===== config.mk =====
export PLATFORM = sky130hd
export DESIGN_NAME = falling_box_stack_step
export DESIGN_NICKNAME = d
export VERILOG_FILES = /design/src/rtl/fbs_pkg.sv /design/src/rtl/fbs_cell.sv /design/src/rtl/falling_box_stack_step.sv
export SDC_FILE = /design/constraint.sdc
export NUM_CORES = 1
export LEC_CHECK = 0
export ABC_AREA = 1
export BUFFER_PORTS_ARGS = -buffer_cell sky130_fd_sc_hd__buf_2
export CAP_MARGIN = 30
export CORE_UTILIZATION = 30
export CTS_BUF_LIST = sky130_fd_sc_hd__clkbuf_2 sky130_fd_sc_hd__clkbuf_4 sky130_fd_sc_hd__clkbuf_8
export CTS_CLUSTER_DIAMETER = 40
export DETAILED_ROUTE_END_ITERATION = 10
export PLACE_DENSITY = 0.53
export SYNTH_ARGS = -nofsm -noshare
export SYNTH_HDL_FRONTEND = slang
export SYNTH_SLANG_ARGS = --single-unit

===== constraint.sdc =====
create_clock -name clk -period 38.9 [get_ports clk]
set_clock_uncertainty 0.05 [all_clocks]
set_input_delay 3.89 -clock clk [delete_from_list [all_inputs] [get_ports clk]]
set_output_delay 3.89 -clock clk [all_outputs]
set_load 0.02 [all_outputs]

===== src/rtl/fbs_pkg.sv =====
// Shared types, constants and geometry helpers of the falling box stack.
package fbs_pkg;

	localparam int MAX_BOXES_DEF = 16;

	// Register indexes of the configuration channel
	localparam logic [2:0] REG_FLOOR_Y     = 3'd0;
	localparam logic [2:0] REG_BOX_SIZE    = 3'd1;
	localparam logic [2:0] REG_ACCEL_START = 3'd2;
	localparam logic [2:0] REG_ACCEL_STEP  = 3'd3;
	localparam logic [2:0] REG_ACCEL_CAP   = 3'd4;
	localparam logic [2:0] REG_GAIN        = 3'd5;

	// Result status codes
	localparam logic [2:0] ST_POS     = 3'd0;
	localparam logic [2:0] ST_SPAWNED = 3'd1;
	localparam logic [2:0] ST_BLOCKED = 3'd2;
	localparam logic [2:0] ST_FULL    = 3'd3;
	localparam logic [2:0] ST_EMPTY   = 3'd4;

	// floor(p / 100) = (p * 5243) >> 19 for every p up to 7 * 255
	localparam logic [12:0] DIV100_MUL = 13'd5243;
	localparam int          DIV100_SH  = 19;

	typedef struct packed {
		logic signed [10:0] left;
		logic signed [10:0] top;
		logic [7:0]         accel;
	} box_t;

	function automatic logic overlaps(input logic signed [10:0] ax, input logic signed [10:0] ay,
		input logic signed [10:0] bx, input logic signed [10:0] by, input logic [7:0] s);
		logic signed [11:0] dx;
		logic signed [11:0] dy;
		logic [11:0]        adx;
		logic [11:0]        ady;
		dx  = 12'(ax) - 12'(bx);
		dy  = 12'(ay) - 12'(by);
		adx = dx[11] ? 12'(-dx) : 12'(dx);
		ady = dy[11] ? 12'(-dy) : 12'(dy);
		return (adx <= {4'b0, s}) && (ady <= {4'b0, s});
	endfunction

	// b lies below a; with a zero size every overlap counts as below
	function automatic logic below(input logic signed [10:0] ax, input logic signed [10:0] ay,
		input logic signed [10:0] bx, input logic signed [10:0] by, input logic [7:0] s);
		logic signed [11:0] dx;
		logic signed [11:0] dy;
		dx = 12'(ax) - 12'(bx);
		dy = 12'(ay) - 12'(by);
		return overlaps(ax, ay, bx, by, s) &&
			((s == 8'd0) || ((dy <= dx) && (dy <= -dx)));
	endfunction

endpackage


===== src/rtl/fbs_cell.sv =====
// One cell of the box ring: holds one box and passes it on when the ring turns.
module fbs_cell
	import fbs_pkg::*;
(
	input  logic clk,
	input  logic shift,
	input  box_t d,
	output box_t q
);

	box_t box_q;

	always_ff @(posedge clk) begin
		if (shift) begin
			box_q <= d;
		end
	end

	assign q = box_q;

endmodule


===== src/rtl/falling_box_stack_step.sv =====
// Top level of the falling box stack: box ring, sequencer and stream ports.
//
//  channel   | ports                                  | payload
//  ----------+----------------------------------------+-------------------------------
//  input     | s_axis_tvalid/tready/tdata/tuser       | tuser kind, tdata cursor x, y
//  output    | m_axis_tvalid/tready/tdata/tuser/tlast | tuser status, tdata slot, x, y
//  config    | cfg_valid/cfg_ready/cfg_index/cfg_data | register index, write data
//
// The boxes sit in a ring of MAX_BOXES cells that, when it turns, moves one place per cycle past
// the compare logic at the head. A spawn turns the ring through one full turn and then on to the
// free slot; a tick turns it a full turn and one place more for every stored box, then aligns it
// and reports each box. One item is worked on at a time.
// Reset clears the box count and the sequencer; ring contents are left as they are.
// A stalled output holds the ring still while positions are reported; configuration transfers are always taken.
module falling_box_stack_step
	import fbs_pkg::*;
#(
	parameter int MAX_BOXES = MAX_BOXES_DEF
) (
	input  logic        clk,
	input  logic        arst_n,
	input  logic        s_axis_tvalid,
	output logic        s_axis_tready,
	input  logic [23:0] s_axis_tdata,  // [9:0] cursor_x, [19:10] cursor_y, rest zero
	input  logic        s_axis_tuser,  // [0] kind: 0 tick, 1 spawn
	output logic        m_axis_tvalid,
	input  logic        m_axis_tready,
	output logic [31:0] m_axis_tdata,  // [5:0] slot, [16:6] box_x, [27:17] box_y, rest zero
	output logic [2:0]  m_axis_tuser,  // [2:0] status
	output logic        m_axis_tlast,
	input  logic        cfg_valid,
	output logic        cfg_ready,
	input  logic [2:0]  cfg_index,
	input  logic [9:0]  cfg_data
);

	localparam int SW = (MAX_BOXES > 1) ? $clog2(MAX_BOXES) : 1;
	localparam int CW = $clog2(MAX_BOXES + 1);
	localparam logic [SW-1:0] LAST_SLOT = SW'(MAX_BOXES - 1);
	localparam logic [CW-1:0] FULL_CNT  = CW'(MAX_BOXES);

	typedef enum logic [3:0] {
		IDLE, SP_SCAN, SP_WRITE, EMIT, ALIGN, TK_CAPT, TK_SCAN, MUL1, MUL2, UPD, REPORT
	} state_t;

	// configuration registers
	logic [9:0] floor_y_q;
	logic [7:0] box_size_q;
	logic [7:0] accel_start_q;
	logic [5:0] accel_step_q;
	logic [7:0] accel_cap_q;
	logic [2:0] gain_q;

	state_t         state_q;
	logic [CW-1:0]  count_q;
	logic [SW-1:0]  head_slot_q;
	logic [SW-1:0]  turn_q;
	logic [SW-1:0]  box_idx_q;
	logic           rep_q;
	logic           hit_q;
	logic [SW-1:0]  hit_slot_q;
	logic           stop_q;
	box_t           probe_q;
	logic [7:0]     accel_new_q;
	logic [10:0]    prod_q;
	logic [4:0]     drop_q;
	logic [2:0]     res_status_q;
	logic [5:0]     res_slot_q;

	logic           out_valid_q;
	logic [2:0]     out_status_q;
	logic [5:0]     out_slot_q;
	logic [10:0]    out_x_q;
	logic [10:0]    out_y_q;
	logic           out_last_q;

	box_t cell_d [MAX_BOXES];
	box_t cell_q [MAX_BOXES];
	box_t head;
	box_t tail_d;
	logic rotate;

	logic               in_xfer;
	logic               out_free;
	logic               emit_now;
	logic               head_live;
	logic               head_hit;
	logic               hit_now;
	logic [SW-1:0]      hit_slot_now;
	logic [SW-1:0]      head_next;
	logic [6:0]         half;
	logic signed [10:0] spawn_x;
	logic signed [10:0] spawn_y;
	logic [8:0]         accel_sum;
	logic [7:0]         accel_grow;
	logic signed [11:0] top_sum;
	logic signed [10:0] top_new;
	logic [23:0]        quot_full;
	box_t               spawn_box;
	box_t               upd_box;

	// ring of cells; the tail takes the head back or a replacement box
	for (genvar k = 0; k < MAX_BOXES; k++) begin : g_cell
		if (k == MAX_BOXES - 1) begin : g_tail
			assign cell_d[k] = tail_d;
		end else begin : g_link
			assign cell_d[k] = cell_q[k+1];
		end
		fbs_cell u_cell (
			.clk   (clk),
			.shift (rotate),
			.d     (cell_d[k]),
			.q     (cell_q[k])
		);
	end

	assign head      = cell_q[0];
	assign head_next = (head_slot_q == LAST_SLOT) ? '0 : head_slot_q + 1'b1;
	assign head_live = CW'(head_slot_q) < count_q;

	assign in_xfer       = s_axis_tvalid && s_axis_tready;
	assign s_axis_tready = (state_q == IDLE);
	assign cfg_ready     = 1'b1;
	assign out_free      = !out_valid_q || m_axis_tready;
	// load the output register from the emit and report states
	assign emit_now      = out_free && ((state_q == EMIT) || (state_q == REPORT));

	assign half    = box_size_q[7:1];
	assign spawn_x = $signed({1'b0, s_axis_tdata[9:0]}) - $signed({4'b0, half});
	assign spawn_y = $signed({1'b0, s_axis_tdata[19:10]}) - $signed({4'b0, half});

	// lowest stored slot in the way of the spawn candidate
	assign head_hit     = head_live &&
		overlaps(head.left, head.top, probe_q.left, probe_q.top, box_size_q);
	assign hit_now      = hit_q || head_hit;
	assign hit_slot_now = (head_hit && (!hit_q || head_slot_q < hit_slot_q)) ?
		head_slot_q : hit_slot_q;

	assign accel_sum  = {1'b0, head.accel} + {3'b0, accel_step_q};
	assign accel_grow = accel_sum[8] ? 8'hFF : accel_sum[7:0];

	assign quot_full = 24'(prod_q) * 24'(DIV100_MUL);
	assign top_sum   = 12'(probe_q.top) + $signed({7'b0, drop_q});
	assign top_new   = (top_sum > 12'sd1023) ? 11'sd1023 : top_sum[10:0];

	assign spawn_box = '{left: probe_q.left, top: probe_q.top, accel: accel_start_q};
	assign upd_box   = stop_q ? probe_q :
		'{left: probe_q.left, top: top_new, accel: accel_new_q};

	always_comb begin
		rotate = 1'b0;
		tail_d = head;
		case (state_q)
			SP_SCAN, TK_CAPT, TK_SCAN: rotate = 1'b1;
			SP_WRITE: begin
				rotate = 1'b1;
				if (CW'(head_slot_q) == count_q) begin
					tail_d = spawn_box;
				end
			end
			UPD: begin
				rotate = 1'b1;
				tail_d = upd_box;
			end
			ALIGN:  rotate = (head_slot_q != '0);
			REPORT: rotate = out_free;
			default: rotate = 1'b0;
		endcase
	end

	// configuration writes
	always_ff @(posedge clk or negedge arst_n) begin
		if (!arst_n) begin
			floor_y_q     <= 10'd500;
			box_size_q    <= 8'd100;
			accel_start_q <= 8'd10;
			accel_step_q  <= 6'd4;
			accel_cap_q   <= 8'd200;
			gain_q        <= 3'd2;
		end else if (cfg_valid && cfg_ready) begin
			unique case (cfg_index)
				REG_FLOOR_Y:     floor_y_q     <= cfg_data;
				REG_BOX_SIZE:    box_size_q    <= cfg_data[7:0];
				REG_ACCEL_START: accel_start_q <= cfg_data[7:0];
				REG_ACCEL_STEP:  accel_step_q  <= cfg_data[5:0];
				REG_ACCEL_CAP:   accel_cap_q   <= cfg_data[7:0];
				REG_GAIN:        gain_q        <= cfg_data[2:0];
				default: ;
			endcase
		end
	end

	// sequencer and output register
	always_ff @(posedge clk or negedge arst_n) begin
		if (!arst_n) begin
			state_q     <= IDLE;
			count_q     <= '0;
			head_slot_q <= '0;
			out_valid_q <= 1'b0;
		end else begin
			if (rotate) begin
				head_slot_q <= head_next;
			end
			if (emit_now) begin
				out_valid_q <= 1'b1;
			end else if (m_axis_tready) begin
				out_valid_q <= 1'b0;
			end
			unique case (state_q)
				IDLE: begin
					if (in_xfer) begin
						// a tick reports a zero position when the table is empty
						probe_q.left <= s_axis_tuser ? spawn_x : '0;
						probe_q.top  <= s_axis_tuser ? spawn_y : '0;
						res_slot_q   <= '0;
						turn_q       <= '0;
						hit_q        <= 1'b0;
						hit_slot_q   <= '0;
						box_idx_q    <= '0;
						rep_q        <= 1'b0;
						if (s_axis_tuser) begin
							if (count_q == FULL_CNT) begin
								res_status_q <= ST_FULL;
								state_q      <= EMIT;
							end else begin
								state_q <= SP_SCAN;
							end
						end else if (count_q == '0) begin
							res_status_q <= ST_EMPTY;
							state_q      <= EMIT;
						end else begin
							state_q <= ALIGN;
						end
					end
				end
				SP_SCAN: begin
					hit_q      <= hit_now;
					hit_slot_q <= hit_slot_now;
					turn_q     <= turn_q + 1'b1;
					if (turn_q == LAST_SLOT) begin
						if (hit_now) begin
							res_status_q <= ST_BLOCKED;
							res_slot_q   <= 6'(hit_slot_now);
							state_q      <= EMIT;
						end else begin
							state_q <= SP_WRITE;
						end
					end
				end
				SP_WRITE: begin
					if (CW'(head_slot_q) == count_q) begin
						res_status_q <= ST_SPAWNED;
						res_slot_q   <= 6'(head_slot_q);
						count_q      <= count_q + 1'b1;
						state_q      <= EMIT;
					end
				end
				EMIT: begin
					if (out_free) begin
						out_status_q <= res_status_q;
						out_slot_q   <= res_slot_q;
						out_x_q      <= probe_q.left;
						out_y_q      <= probe_q.top;
						out_last_q   <= 1'b1;
						state_q      <= IDLE;
					end
				end
				ALIGN: begin
					if (head_slot_q == '0) begin
						state_q <= rep_q ? REPORT : TK_CAPT;
					end
				end
				TK_CAPT: begin
					probe_q     <= head;
					stop_q      <= (head.top >= $signed({1'b0, floor_y_q}));
					accel_new_q <= (head.accel < accel_cap_q) ? accel_grow : head.accel;
					turn_q      <= SW'(1);
					state_q     <= (MAX_BOXES == 1) ? MUL1 : TK_SCAN;
				end
				TK_SCAN: begin
					if (head_live &&
						below(probe_q.left, probe_q.top, head.left, head.top, box_size_q)) begin
						stop_q <= 1'b1;
					end
					turn_q <= turn_q + 1'b1;
					if (turn_q == LAST_SLOT) begin
						state_q <= MUL1;
					end
				end
				MUL1: begin
					prod_q  <= 11'(gain_q) * 11'(accel_new_q);
					state_q <= MUL2;
				end
				MUL2: begin
					drop_q  <= quot_full[DIV100_SH +: 5];
					state_q <= UPD;
				end
				UPD: begin
					box_idx_q <= box_idx_q + 1'b1;
					if (CW'(box_idx_q) == count_q - 1'b1) begin
						rep_q   <= 1'b1;
						state_q <= ALIGN;
					end else begin
						state_q <= TK_CAPT;
					end
				end
				REPORT: begin
					if (out_free) begin
						out_status_q <= ST_POS;
						out_slot_q   <= 6'(head_slot_q);
						out_x_q      <= head.left;
						out_y_q      <= head.top;
						out_last_q   <= (CW'(head_slot_q) == count_q - 1'b1);
						if (CW'(head_slot_q) == count_q - 1'b1) begin
							state_q <= IDLE;
						end
					end
				end
				default: state_q <= IDLE;
			endcase
		end
	end

	assign m_axis_tvalid = out_valid_q;
	assign m_axis_tuser  = out_status_q;
	assign m_axis_tlast  = out_last_q;
	assign m_axis_tdata  = {4'b0, out_y_q, out_x_q, out_slot_q};

	a_count_bound: assert property (@(posedge clk) disable iff (!arst_n)
		count_q <= FULL_CNT)
		else $error("box count beyond table size");

	a_report_slot: assert property (@(posedge clk) disable iff (!arst_n)
		(out_valid_q && out_status_q == ST_POS) |-> (CW'(out_slot_q) < count_q))
		else $error("position report for an empty slot");

	a_count_spawn: assert property (@(posedge clk) disable iff (!arst_n)
		(count_q != $past(count_q)) |-> (state_q == EMIT && res_status_q == ST_SPAWNED))
		else $error("box count changed without a spawn");

endmodule


Yosys cells after proc, flatten, opt, wreduce, memory -nomap -nowiden
Cells that the tools add are included.
{ "classes": {"addsub": 17, "n_eq_ne": 34, "magnitude_cmp": 11, "reduce_logical": 52, "mux": 72, "mul": 2} }
{ "op_table": {"columns": ["op", "count"], "rows": [
  ["two-way mux 11 bit", 7],
  ["one-hot mux 30 bit (2 select lines)", 1],
  ["two-way mux 4 bit", 13],
  ["<= comparator 12 x 8 -> 1 bit", 4],
  ["two-way mux 12 bit", 4],
  ["negator 12 bit", 4],
  ["subtractor 11 x 11 -> 12 bit", 4],
  ["one-hot mux 11 bit (2 select lines)", 2],
  ["one-hot mux 22 bit (2 select lines)", 1],
  ["one-hot mux 4 bit (11 select lines)", 1],
  ["two-way mux 6 bit", 6],
  ["two-way mux 3 bit", 10],
  ["two-way mux 30 bit", 1],
  ["<= comparator 12 bit", 2],
  ["multiplier 11 x 13 -> 24 bit (second input constant)", 1],
  ["two-way mux 22 bit", 1],
  ["subtractor 10 x 7 -> 11 bit", 2],
  ["equality test 4 bit (second input constant)", 5],
  ["AND reduction 2 bit", 10],
  ["two-way mux 19 bit", 1],
  ["inequality test 2 bit (second input constant)", 9],
  ["one-hot mux 6 bit (3 select lines)", 1],
  ["equality test 4 x 3 -> 1 bit (second input constant)", 4],
  ["two-way mux 8 bit", 2],
  ["other kinds (46)", 92]
]} }
{ "totals": {"input_bits": 43, "out_inout_bits": 39, "elab_cells": 265, "register_bits": 647} }

Longest topological paths before layout
Gate-level depths: netlist of the first run.
{ "logic_depth": {"depth_word": 11, "ltp_mapped": 31, "mapped_depth_nobuf": 31} }

Modules after synthesis
Synthesis of the first run repeated with hierarchy kept, for this count alone.
{ "hier_totals": {"hier_cells": 2706, "hier_area_um2": 31456.4} }
{ "by_module_without_submodules": {"columns": ["module", "n_inst", "area_per_inst_um2", "cells_each"], "rows": [
  ["falling_box_stack_step", 1, 17042.6, 2226],
  ["fbs_cell", 16, 900.9, 30]
]} }

Least setup slack after synthesis of the first run
Ideal clock, no wire load.
{ "synth_path": {"path_kind": "input to register", "from": "in m_axis_tready", "to": "reg head_slot_q[3]", "t_required_ps": 38700, "stages": 4, "slack_ps": 20688, "t_arrival_ps": 18012, "path_cell_list": "nor2_1 o2111ai_2 nand4_1 o21ai_0"} }
{ "synth_via": {"elab_chain_cells": 2} }
{ "synth_lines": {"columns": ["element", "line", "text"], "rows": [
  ["start, declared", "falling_box_stack_step.sv:27", "input logic m_axis_tready,"],
  ["logical OR 1 bit", "falling_box_stack_step.sv:124", "assign out_free = !out_valid_q || m_axis_tready;"],
  ["one-hot mux 1 bit (3 select lines)", "falling_box_stack_step.sv:153", "case (state_q)"],
  ["net g_cell[0].u_cell.shift", "fbs_cell.sv:6", "input logic shift,"],
  ["end signal, assigned", "falling_box_stack_step.sv:202", "head_slot_q <= head_next;"],
  ["end, declared", "falling_box_stack_step.sv:56", "logic [SW-1:0] head_slot_q;"]
]} }
The timed path passes the listed nets, and every way through them passes these cells.
A chain may end at the register's enable or synchronous reset.

Worst setup path in the final report of the first run
{ "layout_path": {"from": "in m_axis_tready", "to": "reg g_cell[3].u_cell.box_q, in the netlist g_cell[3].u_cell.q[18], enable pin"} }
{ "layout_via": {"elab_chain_cells": 2} }
{ "layout_lines": {"columns": ["element", "line", "text"], "rows": [
  ["logical OR 1 bit", "falling_box_stack_step.sv:124", null],
  ["one-hot mux 1 bit (3 select lines)", "falling_box_stack_step.sv:153", null],
  ["net g_cell[0].u_cell.shift", "fbs_cell.sv:6", null],
  ["end signal, assigned", "fbs_cell.sv:15", "box_q <= d;"],
  ["end, declared", "fbs_cell.sv:11", "box_t box_q;"]
]} }
The timed path passes the listed nets, and every way through them passes these cells.

==> results.py, run 1 <==
metrics = {
    "clock_tree": {
        "cts_setup_buffers": 0,
        "cts_root_buf": "clkbuf_8",
        "post_cts_resized": 0,
        "clkLatencyLatePin_ns": 0.73,
        "path_clk_slew_ns": 0.06,
        "cts.sinks": 643,
        "cts_tree": "built",
        "numCtsBuffers": 109,
        "cts_max_path_buffers": 3,
        "htree_levels": 3,
        "hold_buffers": 0,
    },
    "pwr": {
        "leakagePower_nw": 14.9,
        "powerDensity_mw_per_mm2": 95.8,
        "total_power_mw": 3.43,
        "vdd_drop_max_mv": 0.0894,
    },
    "synth": {
        "synth_adder_area_share_pct": 13.4,
        "netlist_instances": 2708,
        "synth.area.top_cells": "edfxtp_1 (56%), ha_1 (9.9%), nand2_1 (6.0%)",
        "synth_top_family_by_area": "adder cells",
        "synth_area_per_cell_sq_um": 11.6,
        "yosysMostFrequentCell": "edfxtp_1",
        "synth.mux.area_fraction_pct": 0,
        "synth_top_area_share_pct": 56.1,
        "synth_seq_cells": 643,
        "synthSimpleGateAreaFrac_pct": 11.8,
        "synth-compound-area-share_pct": 6.74,
        "synthArstFlopShare_pct": 8.86,
        "postSynth.topFlopCell": "edfxtp_1",
        "synth_largest_area_cell": "edfxtp_1",
        "synth_xor_area_share_pct": 1.87,
        "yosys-top-cells-count": "edfxtp_1 (586), nand2_1 (499), inv_1 (398), ha_1 (248), nor2_1 (172)",
        "synth-seq-area-share_pct": 60.7,
        "netlist_area_sq_mm": 0.0314,
        "synth_edf_count": 586,
        "yosysWarnings": 0,
        "synthDistinctLibCells": 56,
    },
    "global_routing": {
        "grtUsageTotal_pct": 13.0,
        "grt_pass1_wl_mm": 106,
        "overflow": 0,
        "grt_pass1_vias": 18901,
        "grt_antenna_before_repair": 5,
        "grt_max_degree": 184,
    },
    "routing": {
        "dr.pass1.iters": 8,
        "dr.first_iter.drc_count": 1593,
        "drc_errors": 0,
        "routed_wl_mm": 68.8,
        "vias": 19645,
        "postRouteAntennaNets": 0,
        "viasPerCell": 4.52,
        "post_drt_wl_per_cell_um": 15.8,
    },
    "floorplanning": {
        "rows": 118,
        "die_area_sq_mm": 0.106,
        "die_h_um": 325,
        "initial_core_util_pct": 30.3,
        "ios": 82,
        "die_w_um": 325,
        "core_area_sq_mm": 0.104,
    },
    "timing": {
        "maxSlewHeadroom_pct": 28.8,
        "period_share_pct": 15.8,
        "tightest_slew_ns": 1.07,
        "fin_crit_ns": 6.16,
        "fin_ws_ns": 32.74,
        "report.final.slew_viol_count": 0,
        "setup_viol": 0,
        "fmax_ghz": 0.162,
        "rsz0062_at_grt": "no",
        "hold_viol": 0,
        "whs_ns": 0.347,
        "tns_ns": 0,
    },
    "placed_design": {
        "post-place-ws_ns": 31.57,
        "place_inst": 4143,
        "placed_area_sq_mm": 0.0335,
        "dp_hpwl_mm": 49.9,
        "gp_congestion": 0.893,
        "io_buffers": 70,
    },
    "worst_setup_path": {
        "cp.arrival_ns": 6.48,
        "rrSetupSlack_ns": 33.50,
        "startpoint_type": "input port",
        "cp_max_fo": 76,
        "critPathKind": "input port to register",
        "cp-end-kind": "register",
        "cp.required_ns": 39.22,
    },
    "final_layout": {
        "instances_no_fill": 4346,
        "design_area_sq_mm": 0.0358,
        "final_core_util_pct": 34.5,
        "area_growth_pct": 13.9,
        "drive_gt1_share_pct": 11.3,
        "fin_nets": 3221,
    },
    "run_status": {
        "status": "finished, final reports clean",
    },
    "hold_path": {
        "hold_path_class": "register to register",
    },
    "flow_run": {
        "drv_cap": 0,
    },
}
==> where the power goes <==
part | internal [mW] | leakage (nW) | switching, mW
Clock | 0.330 | 1.14 | 0.281
Sequential | 1.29 | 6.30 | 0.128
Combinational | 0.444 | 7.49 | 0.956
Total | 2.06 | 14.9 | 1.36
==> kinds of logic (layout without fill, tap and decap cells) <==
family / after synthesis / in the layout
other: 2 / 10
adder cells (fa/ha/maj): 303 / 303
buffers and inverters: 449 / 699
AO/OA/AOI/OAI: 370 / 370
XOR/XNOR: 66 / 66
AND/OR/NAND/NOR: 875 / 875
flip-flops: 643 / 643
==> registers in the layout, summed over array words and instances (netlist names), 5 cells and up <==
| register | flops |
|---|---|
| drop_q | 5 |
| g_cell.u_cell.q | 480 |
| accel_step_q | 6 |
| box_size_q | 8 |
| accel_start_q | 8 |
| floor_y_q | 10 |
| out_y_q | 11 |
| probe_q | 30 |
| prod_q | 11 |
| count_q | 5 |
| out_x_q | 11 |
| accel_new_q | 8 |
| accel_cap_q | 8 |
==> critical path: stages <==
cell and delay (ns):
buf_2 0.13, nor2_1 0.12, o2111ai_4 0.27, buf_4 0.18
buf_16 0.28, buf_4 0.43, buf_16 0.32, buf_4 0.43
buf_16 0.33
==> placed cells by master, fill, tap and decap left out, types with 7 or more instances in the layout <==
master	instances
buf_2	70
xor2_1	53
xnor2_1	12
dfrtp_1	41
inv_2	8
clkbuf_8	109
o211ai_1	10
nand3_1	108
clkinvlp_4	7
nand2_1	499
clkinv_2	12
ha_1	248
clkbuf_4	24
buf_4	15
a31oi_1	7
o22ai_1	13
o311ai_0	8
a21oi_1	117
dfstp_2	16
nor3_1	14
nand4_1	33
o21ai_0	158
edfxtp_1	586
fa_1	55
clkinv_1	32
inv_1	398
o221ai_1	10
conb_1	7
nor2_1	170
nand2_2	15
==> final cells by class <==
cell class | instances | area [sq um]
diodes | 3 | 7.51
clock buffers | 133 | 1680
clock inverters | 66 | 532
fillers | 10341 | 67900
inverters | 411 | 1550
multi-input cells | 1621 | 10700
flip-flops and latches | 643 | 19000
well taps | 1380 | 1730
repair buffers | 89 | 566
==> final timing paths <==
| path | startpoint | endpoint | cells after the start |
|---|---|---|---|
| max | m_axis_tready | g_cell[3].u_cell.q[18] | 9 |
| min | g_cell[6].u_cell.q[26] | g_cell[5].u_cell.q[26] | 0 |
| max reg2reg | probe_q[19] | stop_q | 26 |
| min reg2reg | g_cell[6].u_cell.q[26] | g_cell[5].u_cell.q[26] | 0 |
| max in group asynchronous | arst_n | box_size_q[2] | 2 |
| min in group asynchronous | arst_n | accel_step_q[3] | 1 |
==> metal layers <==
metal  vias up  part of all wire (%)  GRT usage, %
met5         -                 0.052             0
met4         6                   3.2          4.94
met3       144                   6.9          3.21
met2       503                    41          18.4
met1      9337                    49          19.1
li1       9655                     -             -
No activity file was read; power rests on OpenSTA's default activity.
==> run 2, diff against run 1 <==
- PLACE_DENSITY: 0.53 -> 0.55
- clock period: 38.9 -> 5.1 ns (I/O delays scaled with it)
==> results.py, run 2 (same netlist as run 1, synthesis figures left out) <==
metrics = {
    "pwr": {
        "leakagePower_nw": 15.1,
        "p_int_mw": 15.9,
        "p_comb_share_pct": 40.9,
        "swShare_pct": 39.7,
        "vdd_drop_max_mv": 0.753,
        "total_power_mw": 26.4,
        "powerDensity_mw_per_mm2": 733,
        "p_seq_share_pct": 40.7,
        "clock_power_share_pct": 18.4,
        "p_sw_mw": 10.5,
    },
    "placed_design": {
        "gp_congestion": 0.886,
        "io_buffers": 70,
        "dp_hpwl_mm": 50.5,
        "place_inst": 4166,
    },
    "global_routing": {
        "grt_antenna_before_repair": 6,
        "grt_max_degree": 188,
        "grt_pass1_wl_mm": 108,
        "grt_pass1_vias": 18754,
        "grtUsageTotal_pct": 13.2,
        "overflow": 0,
    },
    "flow_run": {
        "drv_cap": 0,
    },
    "timing": {
        "fin_crit_ns": 4.82,
        "hold_viol": 0,
        "setup_viol": 0,
        "report.final.slew_viol_count": 0,
        "maxSlewHeadroom_pct": 25.4,
        "period_share_pct": 94.5,
        "tns_ns": 0,
        "fmax_ghz": 0.208,
        "rsz0062_at_grt": "no",
        "tightest_slew_ns": 1.12,
    },
    "routing": {
        "drc_errors": 0,
        "viasPerCell": 4.49,
        "dr.pass1.iters": 6,
        "post_drt_wl_per_cell_um": 15.8,
        "postRouteAntennaNets": 0,
        "dr.first_iter.drc_count": 1546,
        "routed_wl_mm": 69.1,
        "vias": 19610,
    },
    "worst_setup_path": {
        "cp_max_fo": 4,
        "cp-end-kind": "register",
        "critPathKind": "register to register",
        "timing.critical_path.mode_cell": "fa_1",
        "crit_buf_inv": 2,
        "worstReg2RegEnd": "drop_q[3]",
        "cp.arrival_ns": 5.26,
        "reg2reg_from": "prod_q[9]",
        "cpPeakStageDelay_ns": 0.58,
        "startpoint_type": "register",
        "slowest_stage": "fa_1",
        "r2r_cells": 15,
        "critPathTopFamily": "adder cells",
        "cp.required_ns": 5.55,
        "path_cells": "fa_1, inv_1, fa_1, inv_1, fa_1, fa_1, fa_1, ha_1, a21oi_1, o21ai_0, a21oi_1, nand2_1, a31oi_1, o21bai_1, xor2_1",
        "rrSetupSlack_ns": 0.28,
    },
    "final_layout": {
        "final_core_util_pct": 34.8,
        "layout_common_cells": "edfxtp_1 (586), nand2_1 (499), inv_1 (398), ha_1 (246), nor2_1 (171)",
        "drive_gt1_share_pct": 12.4,
        "area_growth_pct": 14.9,
        "fin_nets": 3248,
        "final_common_cell": "edfxtp_1",
        "largest_reg_flops": 480,
        "instances_no_fill": 4371,
    },
    "floorplanning": {
        "core_area_sq_mm": 0.104,
        "initial_core_util_pct": 30.3,
        "die_area_sq_mm": 0.106,
        "die_h_um": 325,
        "rows": 118,
        "ios": 82,
        "die_w_um": 325,
    },
    "clock_tree": {
        "cts_max_path_buffers": 3,
        "cts_setup_buffers": 0,
        "numCtsBuffers": 110,
        "cts.sinks": 643,
        "path_clk_slew_ns": 0.07,
        "cts_root_buf": "clkbuf_8",
        "clkLatencyLatePin_ns": 0.75,
        "htree_levels": 3,
        "cts_tree": "built",
    },
    "run_status": {
        "status": "finished, final reports clean",
    },
    "hold_path": {
        "hp-start": "cfg_data[7]",
        "hold_path_class": "input port to register",
        "worstHoldPathCells": 3,
        "holdPathEnd": "floor_y_q[7]",
    },
}
==> run 2: cell count changes in the layout (fill, tap and decap cells not counted), sizes merged, moves of 3 or more <==
cell	change
buf	+22
clkinv	-8
clkbuf	+6
dlygate4sd3	+4
clkinvlp	+3
==> run 2: timing repair <==
action                                  in CTS  in global routing
hold buffers                                 4                  0
endpoints found under the setup margin       0                  3
resized for setup                            0                  6
endpoints found under the hold margin       22                  0
==> run 2: area by class of cell <==
type / instances / area (sq um)
well taps: 1380 / 1730
flip-flops and latches: 643 / 19000
clock inverters: 61 / 602
clock buffers: 139 / 1740
repair buffers: 115 / 723
inverters: 411 / 1550
diodes: 1 / 2.50
fillers: 10313 / 67600
multi-input cells: 1621 / 10700
==> run 2: worst max path at each step <==
stage / start / end / slack, ns / cells after the start
3_3_place_gp: prod_q[5] / drop_q[1] / 0.22 / 18
4_1_cts: prod_q[5] / drop_q[1] / 0.20 / 18
6_report: prod_q[9] / drop_q[3] / 0.28 / 15
2_1_floorplan: state_q[0] / head_slot_q[3] / -4.39 / 8
3_5_place_dp: prod_q[5] / drop_q[1] / 0.22 / 18
5_1_grt: prod_q[9] / drop_q[3] / 0.02 / 15
==> run 2: power by group through the flow <==
stage / logic, mW / clock network (mW) / registers [mW]
floorplan: 6.36 / 0 / 9.89
global placement: 10.6 / 0 / 10.8
detailed placement: 10.7 / 0 / 10.8
CTS: 10.8 / 5.05 / 10.8
global route: 12.3 / 5.27 / 11.0
finish: 10.8 / 4.87 / 10.8
==> run 2: per-layer routing <==
layer | track usage (%) | vias up | routed length (um)
met1 | 20.0 | 9349 | 35300
met4 | 4.15 | 6 | 1860
met5 | 0 | - | 42
met3 | 3.31 | 133 | 4170
met2 | 18.0 | 423 | 27700
li1 | - | 9699 | -
==> run 2: tightest hold or removal path: stages <==
cell and delay (ns):
buf_2 0.10, inv_1 0.16, o21ai_0 0.12
==> run 2: per-stage QoR <==
stage / hold slack, ns / setup slack (ns) / cell area [sq um]
after floorplan: 0.164 / -4.39 / 31400
after global placement: 0.350 / 0.215 / 33700
after detailed placement: 0.355 / 0.221 / 33700
after CTS: 0.00828 / 0.200 / 36100
after global routing: 0.0303 / 0.0158 / 36100
final: 0.0980 / 0.281 / 36100
